$ cat config.mk
export PLATFORM = sky130hd
export DESIGN_NAME = backslash_hex_unescape_decoder
export DESIGN_NICKNAME = d
export VERILOG_FILES = /design/src/design/bhu_pkg.sv /design/src/design/bhu_in_stage.sv /design/src/design/bhu_decode.sv /design/src/design/bhu_out_stage.sv /design/src/design/backslash_hex_unescape_decoder.sv
export SDC_FILE = /design/constraint.sdc
export NUM_CORES = 1
export LEC_CHECK = 0
export CAP_MARGIN = 20
export CORE_MARGIN = 2
export CORE_UTILIZATION = 25
export CTS_CLUSTER_DIAMETER = 40
export DETAILED_ROUTE_END_ITERATION = 16
export DONT_BUFFER_PORTS = 1
export REMOVE_ABC_BUFFERS = 1
export SLEW_MARGIN = 20
export SYNTH_ARGS = -nofsm -noshare
export SYNTH_HDL_FRONTEND = slang
export SYNTH_HIERARCHICAL = 1
export SYNTH_SLANG_ARGS = --single-unit
$ cat constraint.sdc
create_clock -name clk -period 1.85 [get_ports clk]
set_clock_uncertainty 0.1 [all_clocks]
set_input_delay 0.0925 -clock clk [delete_from_list [all_inputs] [get_ports clk]]
set_output_delay 0.0925 -clock clk [all_outputs]
set_load 0.01 [all_outputs]
$ cat src/design/bhu_pkg.sv
// ----------------------------------------------------------------------------
// bhu_pkg: shared types and constants for the backslash/hex unescape decoder
// Decode phases, escape characters, hex digit lookup and the result record.
// ----------------------------------------------------------------------------
package bhu_pkg;

  localparam logic [7:0] CH_QUOTE  = 8'h22;
  localparam logic [7:0] CH_BSLASH = 8'h5C;
  localparam logic [7:0] CH_X      = 8'h78;

  typedef enum logic [1:0] {
    PH_PLAIN = 2'd0,
    PH_ESC   = 2'd1,
    PH_HEX1  = 2'd2,
    PH_HEX2  = 2'd3
  } phase_t;

  typedef struct packed {
    logic [3:0] nibble;
    logic       ok;
  } hex_digit_t;

  // one result beat, valid marks that the input beat produced a result
  typedef struct packed {
    logic       valid;
    logic [7:0] data;
    logic       byte_valid;
    logic       done;
    logic       error;
  } res_t;

  function automatic hex_digit_t hex_decode(input logic [7:0] b);
    hex_digit_t h;
    logic [7:0] t;
    h = '{nibble: 4'd0, ok: 1'b0};
    t = 8'd0;
    if (b >= 8'h30 && b <= 8'h39) begin
      t = b - 8'h30;
      h = '{nibble: t[3:0], ok: 1'b1};
    end else if (b >= 8'h61 && b <= 8'h66) begin
      t = b - 8'h57;
      h = '{nibble: t[3:0], ok: 1'b1};
    end else if (b >= 8'h41 && b <= 8'h46) begin
      t = b - 8'h37;
      h = '{nibble: t[3:0], ok: 1'b1};
    end
    return h;
  endfunction

endpackage

$ cat src/design/bhu_in_stage.sv
// ----------------------------------------------------------------------------
// bhu_in_stage: input register
// Holds one accepted beat until the decoder consumes it.
// ----------------------------------------------------------------------------
module bhu_in_stage import bhu_pkg::*; (
  input  logic       clk,
  input  logic       rst_n,
  input  logic       in_valid,
  output logic       in_stall,
  input  logic [7:0] in_byte,
  input  logic       in_last,
  input  logic       advance,
  output logic       held_valid,
  output logic [7:0] held_byte,
  output logic       held_last
);

  logic       valid_r, valid_nxt;
  logic [7:0] byte_r;
  logic       last_r;
  logic       load;

  assign in_stall = valid_r && !advance;
  assign load     = in_valid && !in_stall;

  always_comb begin
    valid_nxt = valid_r;
    if (load) begin
      valid_nxt = 1'b1;
    end else if (advance) begin
      valid_nxt = 1'b0;
    end
  end

  always_ff @(posedge clk) begin
    if (!rst_n) begin
      valid_r <= 1'b0;
    end else begin
      valid_r <= valid_nxt;
    end
  end

  always_ff @(posedge clk) begin
    if (load) begin
      byte_r <= in_byte;
      last_r <= in_last;
    end
  end

  assign held_valid = valid_r;
  assign held_byte  = byte_r;
  assign held_last  = last_r;

endmodule

$ cat src/design/bhu_decode.sv
// ----------------------------------------------------------------------------
// bhu_decode: escape decoder step
// Phase, pending nibble and discard flag, plus the per-beat decode logic.
// ----------------------------------------------------------------------------
module bhu_decode import bhu_pkg::*; (
  input  logic       clk,
  input  logic       rst_n,
  input  logic       advance,
  input  logic [7:0] cur_byte,
  input  logic       cur_last,
  output res_t       res
);

  phase_t     phase_r, phase_nxt;
  logic [3:0] hi_r, hi_nxt;
  logic       disc_r, disc_nxt;

  hex_digit_t hd;
  logic       have_byte;
  logic       bad;
  logic       err_end;
  logic [7:0] value;

  assign hd = hex_decode(cur_byte);

  always_comb begin
    phase_nxt = phase_r;
    hi_nxt    = hi_r;
    disc_nxt  = disc_r;
    have_byte = 1'b0;
    bad       = 1'b0;
    err_end   = 1'b0;
    value     = 8'd0;
    res       = '{valid: 1'b0, data: 8'd0, byte_valid: 1'b0, done: 1'b0, error: 1'b0};

    if (disc_r) begin
      if (cur_last) begin
        res      = '{valid: 1'b1, data: 8'd0, byte_valid: 1'b0, done: 1'b1, error: 1'b1};
        disc_nxt = 1'b0;
      end
    end else begin
      unique case (phase_r)
        PH_PLAIN: begin
          if (cur_byte == CH_BSLASH) begin
            phase_nxt = PH_ESC;
          end else begin
            have_byte = 1'b1;
            value     = cur_byte;
          end
        end
        PH_ESC: begin
          if (cur_byte == CH_QUOTE || cur_byte == CH_BSLASH) begin
            have_byte = 1'b1;
            value     = cur_byte;
            phase_nxt = PH_PLAIN;
          end else if (cur_byte == CH_X) begin
            phase_nxt = PH_HEX1;
          end else begin
            bad = 1'b1;
          end
        end
        PH_HEX1: begin
          if (hd.ok) begin
            hi_nxt    = hd.nibble;
            phase_nxt = PH_HEX2;
          end else begin
            bad = 1'b1;
          end
        end
        PH_HEX2: begin
          if (hd.ok) begin
            have_byte = 1'b1;
            value     = {hi_r, hd.nibble};
            hi_nxt    = 4'd0;
            phase_nxt = PH_PLAIN;
          end else begin
            bad = 1'b1;
          end
        end
        default: bad = 1'b1;
      endcase

      if (cur_last) begin
        // a string that stops with an escape still open is an error too
        err_end   = bad || (!have_byte && phase_nxt != PH_PLAIN);
        phase_nxt = PH_PLAIN;
        hi_nxt    = 4'd0;
        if (err_end) begin
          res = '{valid: 1'b1, data: 8'd0, byte_valid: 1'b0, done: 1'b1, error: 1'b1};
        end else begin
          res = '{valid: 1'b1, data: value, byte_valid: have_byte, done: 1'b1,
                  error: 1'b0};
        end
      end else if (bad) begin
        phase_nxt = PH_PLAIN;
        hi_nxt    = 4'd0;
        disc_nxt  = 1'b1;
        res       = '{valid: 1'b1, data: 8'd0, byte_valid: 1'b0, done: 1'b0, error: 1'b1};
      end else if (have_byte) begin
        res = '{valid: 1'b1, data: value, byte_valid: 1'b1, done: 1'b0, error: 1'b0};
      end
    end
  end

  always_ff @(posedge clk) begin
    if (!rst_n) begin
      phase_r <= PH_PLAIN;
      hi_r    <= 4'd0;
      disc_r  <= 1'b0;
    end else if (advance) begin
      phase_r <= phase_nxt;
      hi_r    <= hi_nxt;
      disc_r  <= disc_nxt;
    end
  end

  a_disc_idle: assert property (@(posedge clk) disable iff (!rst_n)
    disc_r |-> (phase_r == PH_PLAIN && hi_r == 4'd0))
    else $error("discard mode with escape state pending");

  a_last_clears: assert property (@(posedge clk) disable iff (!rst_n)
    (advance && cur_last) |=> (phase_r == PH_PLAIN && hi_r == 4'd0 && !disc_r))
    else $error("state not cleared after last beat");

  a_err_discards: assert property (@(posedge clk) disable iff (!rst_n)
    (advance && res.valid && res.error && !res.done) |=> disc_r)
    else $error("mid-string error did not start discarding");

  a_last_result: assert property (@(posedge clk) disable iff (!rst_n)
    (advance && cur_last) |-> (res.valid && res.done))
    else $error("last beat without a done result");

endmodule

$ cat src/design/bhu_out_stage.sv
// ----------------------------------------------------------------------------
// bhu_out_stage: result register
// Holds one result beat until the receiver takes it.
// ----------------------------------------------------------------------------
module bhu_out_stage import bhu_pkg::*; (
  input  logic       clk,
  input  logic       rst_n,
  input  logic       load,
  input  res_t       res,
  output logic       can_load,
  output logic       out_valid,
  input  logic       out_stall,
  output logic [7:0] out_byte,
  output logic       out_byte_valid,
  output logic       out_done_res,
  output logic       out_error
);

  logic       valid_r;
  logic [7:0] byte_r;
  logic       bv_r;
  logic       done_r;
  logic       err_r;

  assign can_load = !valid_r || !out_stall;

  always_ff @(posedge clk) begin
    if (!rst_n) begin
      valid_r <= 1'b0;
    end else if (can_load) begin
      valid_r <= load && res.valid;
    end
  end

  always_ff @(posedge clk) begin
    if (load && can_load) begin
      byte_r <= res.data;
      bv_r   <= res.byte_valid;
      done_r <= res.done;
      err_r  <= res.error;
    end
  end

  assign out_valid      = valid_r;
  assign out_byte       = byte_r;
  assign out_byte_valid = bv_r;
  assign out_done_res   = done_r;
  assign out_error      = err_r;

endmodule

$ cat src/design/backslash_hex_unescape_decoder.sv
// ----------------------------------------------------------------------------
// backslash_hex_unescape_decoder: streaming unescaper for \" \\ and \xHH
// Decodes one byte of an escaped string per beat into zero or one results.
// ----------------------------------------------------------------------------
// Input channel: in_valid/in_stall with in_byte and in_last (last byte of a
// string). Result channel: out_valid/out_stall with out_byte, out_byte_valid,
// out_done_res and out_error. A beat moves when valid is high and stall low.
// Bytes that open or continue an escape give no result; every last byte
// gives a result with out_done_res set.
// A beat accepted into the input register is decoded from it, and its result
// is loaded into the result register. Throughput is one byte per cycle while
// the receiver does not stall; phase and hex nibble are decoded combinationally.
// Reset (rst_n low, synchronous) empties both registers and returns the
// decoder to plain text with no pending escape or discard.
// When the receiver stalls, the result register holds; one more input beat
// is still accepted into the input register, after which in_stall rises
// until the result is taken.
// ----------------------------------------------------------------------------
module backslash_hex_unescape_decoder import bhu_pkg::*; (
  input  logic       clk,
  input  logic       rst_n,
  input  logic       in_valid,
  output logic       in_stall,
  input  logic [7:0] in_byte,
  input  logic       in_last,
  output logic       out_valid,
  input  logic       out_stall,
  output logic [7:0] out_byte,
  output logic       out_byte_valid,
  output logic       out_done_res,
  output logic       out_error
);

  logic       held_valid;
  logic [7:0] held_byte;
  logic       held_last;
  logic       can_load;
  logic       advance;
  res_t       res;

  assign advance = held_valid && can_load;

  bhu_in_stage u_in (
    .clk        (clk),
    .rst_n      (rst_n),
    .in_valid   (in_valid),
    .in_stall   (in_stall),
    .in_byte    (in_byte),
    .in_last    (in_last),
    .advance    (advance),
    .held_valid (held_valid),
    .held_byte  (held_byte),
    .held_last  (held_last)
  );

  bhu_decode u_dec (
    .clk      (clk),
    .rst_n    (rst_n),
    .advance  (advance),
    .cur_byte (held_byte),
    .cur_last (held_last),
    .res      (res)
  );

  bhu_out_stage u_out (
    .clk            (clk),
    .rst_n          (rst_n),
    .load           (advance),
    .res            (res),
    .can_load       (can_load),
    .out_valid      (out_valid),
    .out_stall      (out_stall),
    .out_byte       (out_byte),
    .out_byte_valid (out_byte_valid),
    .out_done_res   (out_done_res),
    .out_error      (out_error)
  );

  a_no_needless_stall: assert property (@(posedge clk) disable iff (!rst_n)
    (held_valid && !out_valid) |-> !in_stall)
    else $error("input stalled with an empty result register");

  a_empty_accepts: assert property (@(posedge clk) disable iff (!rst_n)
    !held_valid |-> !in_stall)
    else $error("input stalled with an empty input register");

  a_result_source: assert property (@(posedge clk) disable iff (!rst_n)
    $rose(out_valid) |-> $past(advance))
    else $error("result appeared without a decoded beat");

endmodule

==> reports/results.ini <==
[global_routing]
track_usage_pct=11.1
grt_max_degree=12
antenna_found_initial=0
grt_pass1_vias=1289
grt.overflow.total=0
grt_pass1_wl_mm=6.07

[routing]
first_pass_iters=4
routed_wl_mm=3.80
vias_per_cell=4.75
drt_iter0_drc=85
ant_nets=0
wire_per_inst_um=14.0
drc=0
num_vias=1286

[logic_synthesis]
ys_seq_area_share_pct=49.4
yosys_register_bits=29
synth-edff-count=20
synthDistinctLibCells=50
synth_flop_cell=edfxtp_1
async_flop_share_pct=0
synth-warning-count=6
avgSynthCellArea_um2=11.1
syn-cell-area_um2=1580
postSynthCellCount=143

[clock_tree]
path_clk_slew_ns=0.07
cts_root_buf=clkbuf_8
clk_latency_ns=0.28
cts_sinks=29
cts_tree=built
clock_path_buffers=2
cts_max_level=2
cts_buffers=5

[cells_and_area]
layout_commonest_cell=buf_4
drive_above_1_share_pct=38.3
n_antenna_cell=0
fin_cells=271
layout_common_cells=buf_4, edfxtp_1, dlygate4sd3_1
post-route-util_pct=37.5
layout.nets=213
syn_to_final_growth_pct=43.1

[critical_path]
startpoint_type=flip-flop
r2r-start=u_in/held_byte[0]
crit_family=simple AND/OR/NAND/NOR gates
critPathMaxFanout=5
critical_path_class=flip-flop to flip-flop
crit_path_end_kind=flip-flop
crit_arrival_ns=1.96
critPathMaxStageDelay_ns=0.53
critPathRequiredTime_ns=1.79
cp_slowest_cell=or4_4
crit_start=u_in/held_byte[0]
worst-path-buf-inv=0
crit_path_cell_trace=and4_4 -> or4_4 -> nor2_4 -> nor2_1 -> o21ba_1

[run]
drv_cap=0

[timing]
setup_violations=16
min_period_over_period_pct=109
slew_headroom_pct=79.2
max_freq_ghz=0.495
maxSlewViolCount=0
period_needed_ns=2.02
finalHoldViolCount=0
fin_tns_setup_ns=-1.39
worstMarginPinSlew_ns=0.309
final.setup.worst_slack_ns=-0.171
rsz0062_at_grt=true

[die]
fp.dieH_um=83.5
io_pins=26
start_util_pct=26.2
fp.dieW_um=83.5
core_area_um2=6030
placementRows=28
die_area_um2=6970

[placement]
dp_cells=242
gp_congestion=0.866
hpwlAfterDp_mm=2.62
io_buffers=0

[status]
violations=setup timing
outcome=finished, violations left

[pwr]
ir_drop_mv=0.485
power_density_nw_per_um2=723
power_leakage_nw=0.877

[hold_path]
hp-start=rst_n
hold_path_class=input pin to flip-flop

[synthesized netlist by cell type, drive strengths merged (3+ instances only)]
master | count | share of area [%]
a21boi | 3 | 2.1
a21oi | 8 | 2.5
a31oi | 3 | 1.2
buf | 5 | 2.9
dfxtp | 9 | 11
edfxtp | 20 | 38
ha | 5 | 4.0
inv | 4 | 0.95
nand2 | 12 | 3.0
nand2b | 3 | 1.2
nand3 | 7 | 2.2
nor2 | 12 | 3.3
nor3 | 3 | 1.3
nor3b | 3 | 1.4
o21ai | 7 | 2.5
o2bb2ai | 4 | 2.2
[flip-flops by register name, summed over array words and instances (netlist names)]
| name | cells |
|---|---|
| u_out/out_valid | 1 |
| u_dec/disc_r | 1 |
| u_out/out_byte | 8 |
| u_dec/hi_r | 4 |
| u_out/out_byte_valid | 1 |
| u_in/held_last | 1 |
| u_dec/phase_r | 2 |
| u_in/held_byte | 8 |
| u_in/held_valid | 1 |
| u_out/out_done_res | 1 |
| u_out/out_error | 1 |
[area by class of cell]
type	count	area (um2)
Multi-Input combinational cell	106	847
Timing Repair Buffer	49	409
Sequential cell	29	781
Fill cell	616	3760
Clock buffer	5	68.8
Inverter	4	15.0
Clock inverter	3	46.3
Tap cell	75	93.8
[metrics by stage]
step,total power [mW],area [um2],worst slack (ns),hold slack [ns]
floorplan,0.860,1540,-0.184,0.0914
global placement,0.931,1850,-0.254,0.0914
detailed placement,0.932,1850,-0.253,0.0914
CTS,1.64,2210,-0.151,0.0825
global route,1.71,2260,-0.244,0.0864
finish,1.64,2260,-0.171,0.0953
[logic make-up (layout without fill, tap and decap cells)]
group | after synthesis | after routing | share of synthesized area, %
AO/OA/AOI/OAI | 39 | 39 | 18.7
XOR/XNOR | 3 | 3 | 1.66
adder cells (fa/ha/maj) | 5 | 5 | 3.96
buffers and inverters | 9 | 61 | 3.80
flip-flops | 29 | 29 | 49.4
multiplexers | 1 | 1 | 0.633
AND/OR/NAND/NOR | 57 | 58 | 21.9
[metal layers]
layer	global-route usage [%]	vias to the layer above	wire length, um
met2	17.9	35	1790
li1	-	642	-
met4	2.64	0	17
met5	0	-	0
met1	13.6	607	1780
met3	4.95	2	225
[timing repair]
action	4_1_cts	5_1_grt
cloned	1	0
pin swaps	11	6
setup endpoints to repair	17	18
hold buffers	12	0
endpoints found under the hold margin	13	0
gates resized for setup	18	8
setup buffers	6	2
[worst reg2reg max path: stages, from the launching register on]
cell and delay [ns]:
edfxtp_1 0.45, and4_4 0.23, or4_4 0.53, nor2_4 0.18
nor2_1 0.09, o21ba_1 0.19
[final timing paths]
check                                       end  slack [ns]  depth (start not counted)
worst max-delay path            u_out/out_error       -0.17                          5
worst min-delay path              u_dec/hi_r[3]         0.1                          3
worst max register to register  u_out/out_error       -0.17                          5
worst min register to register    u_dec/hi_r[2]        0.37                          1
[power by group]
part	switching, mW	leakage [nW]	internal [mW]
sequential	0.0262	0.260	0.731
combinational	0.104	0.563	0.113
clock	0.259	0.0543	0.402
total	0.390	0.877	1.25
(Power assumes the default switching activity.)
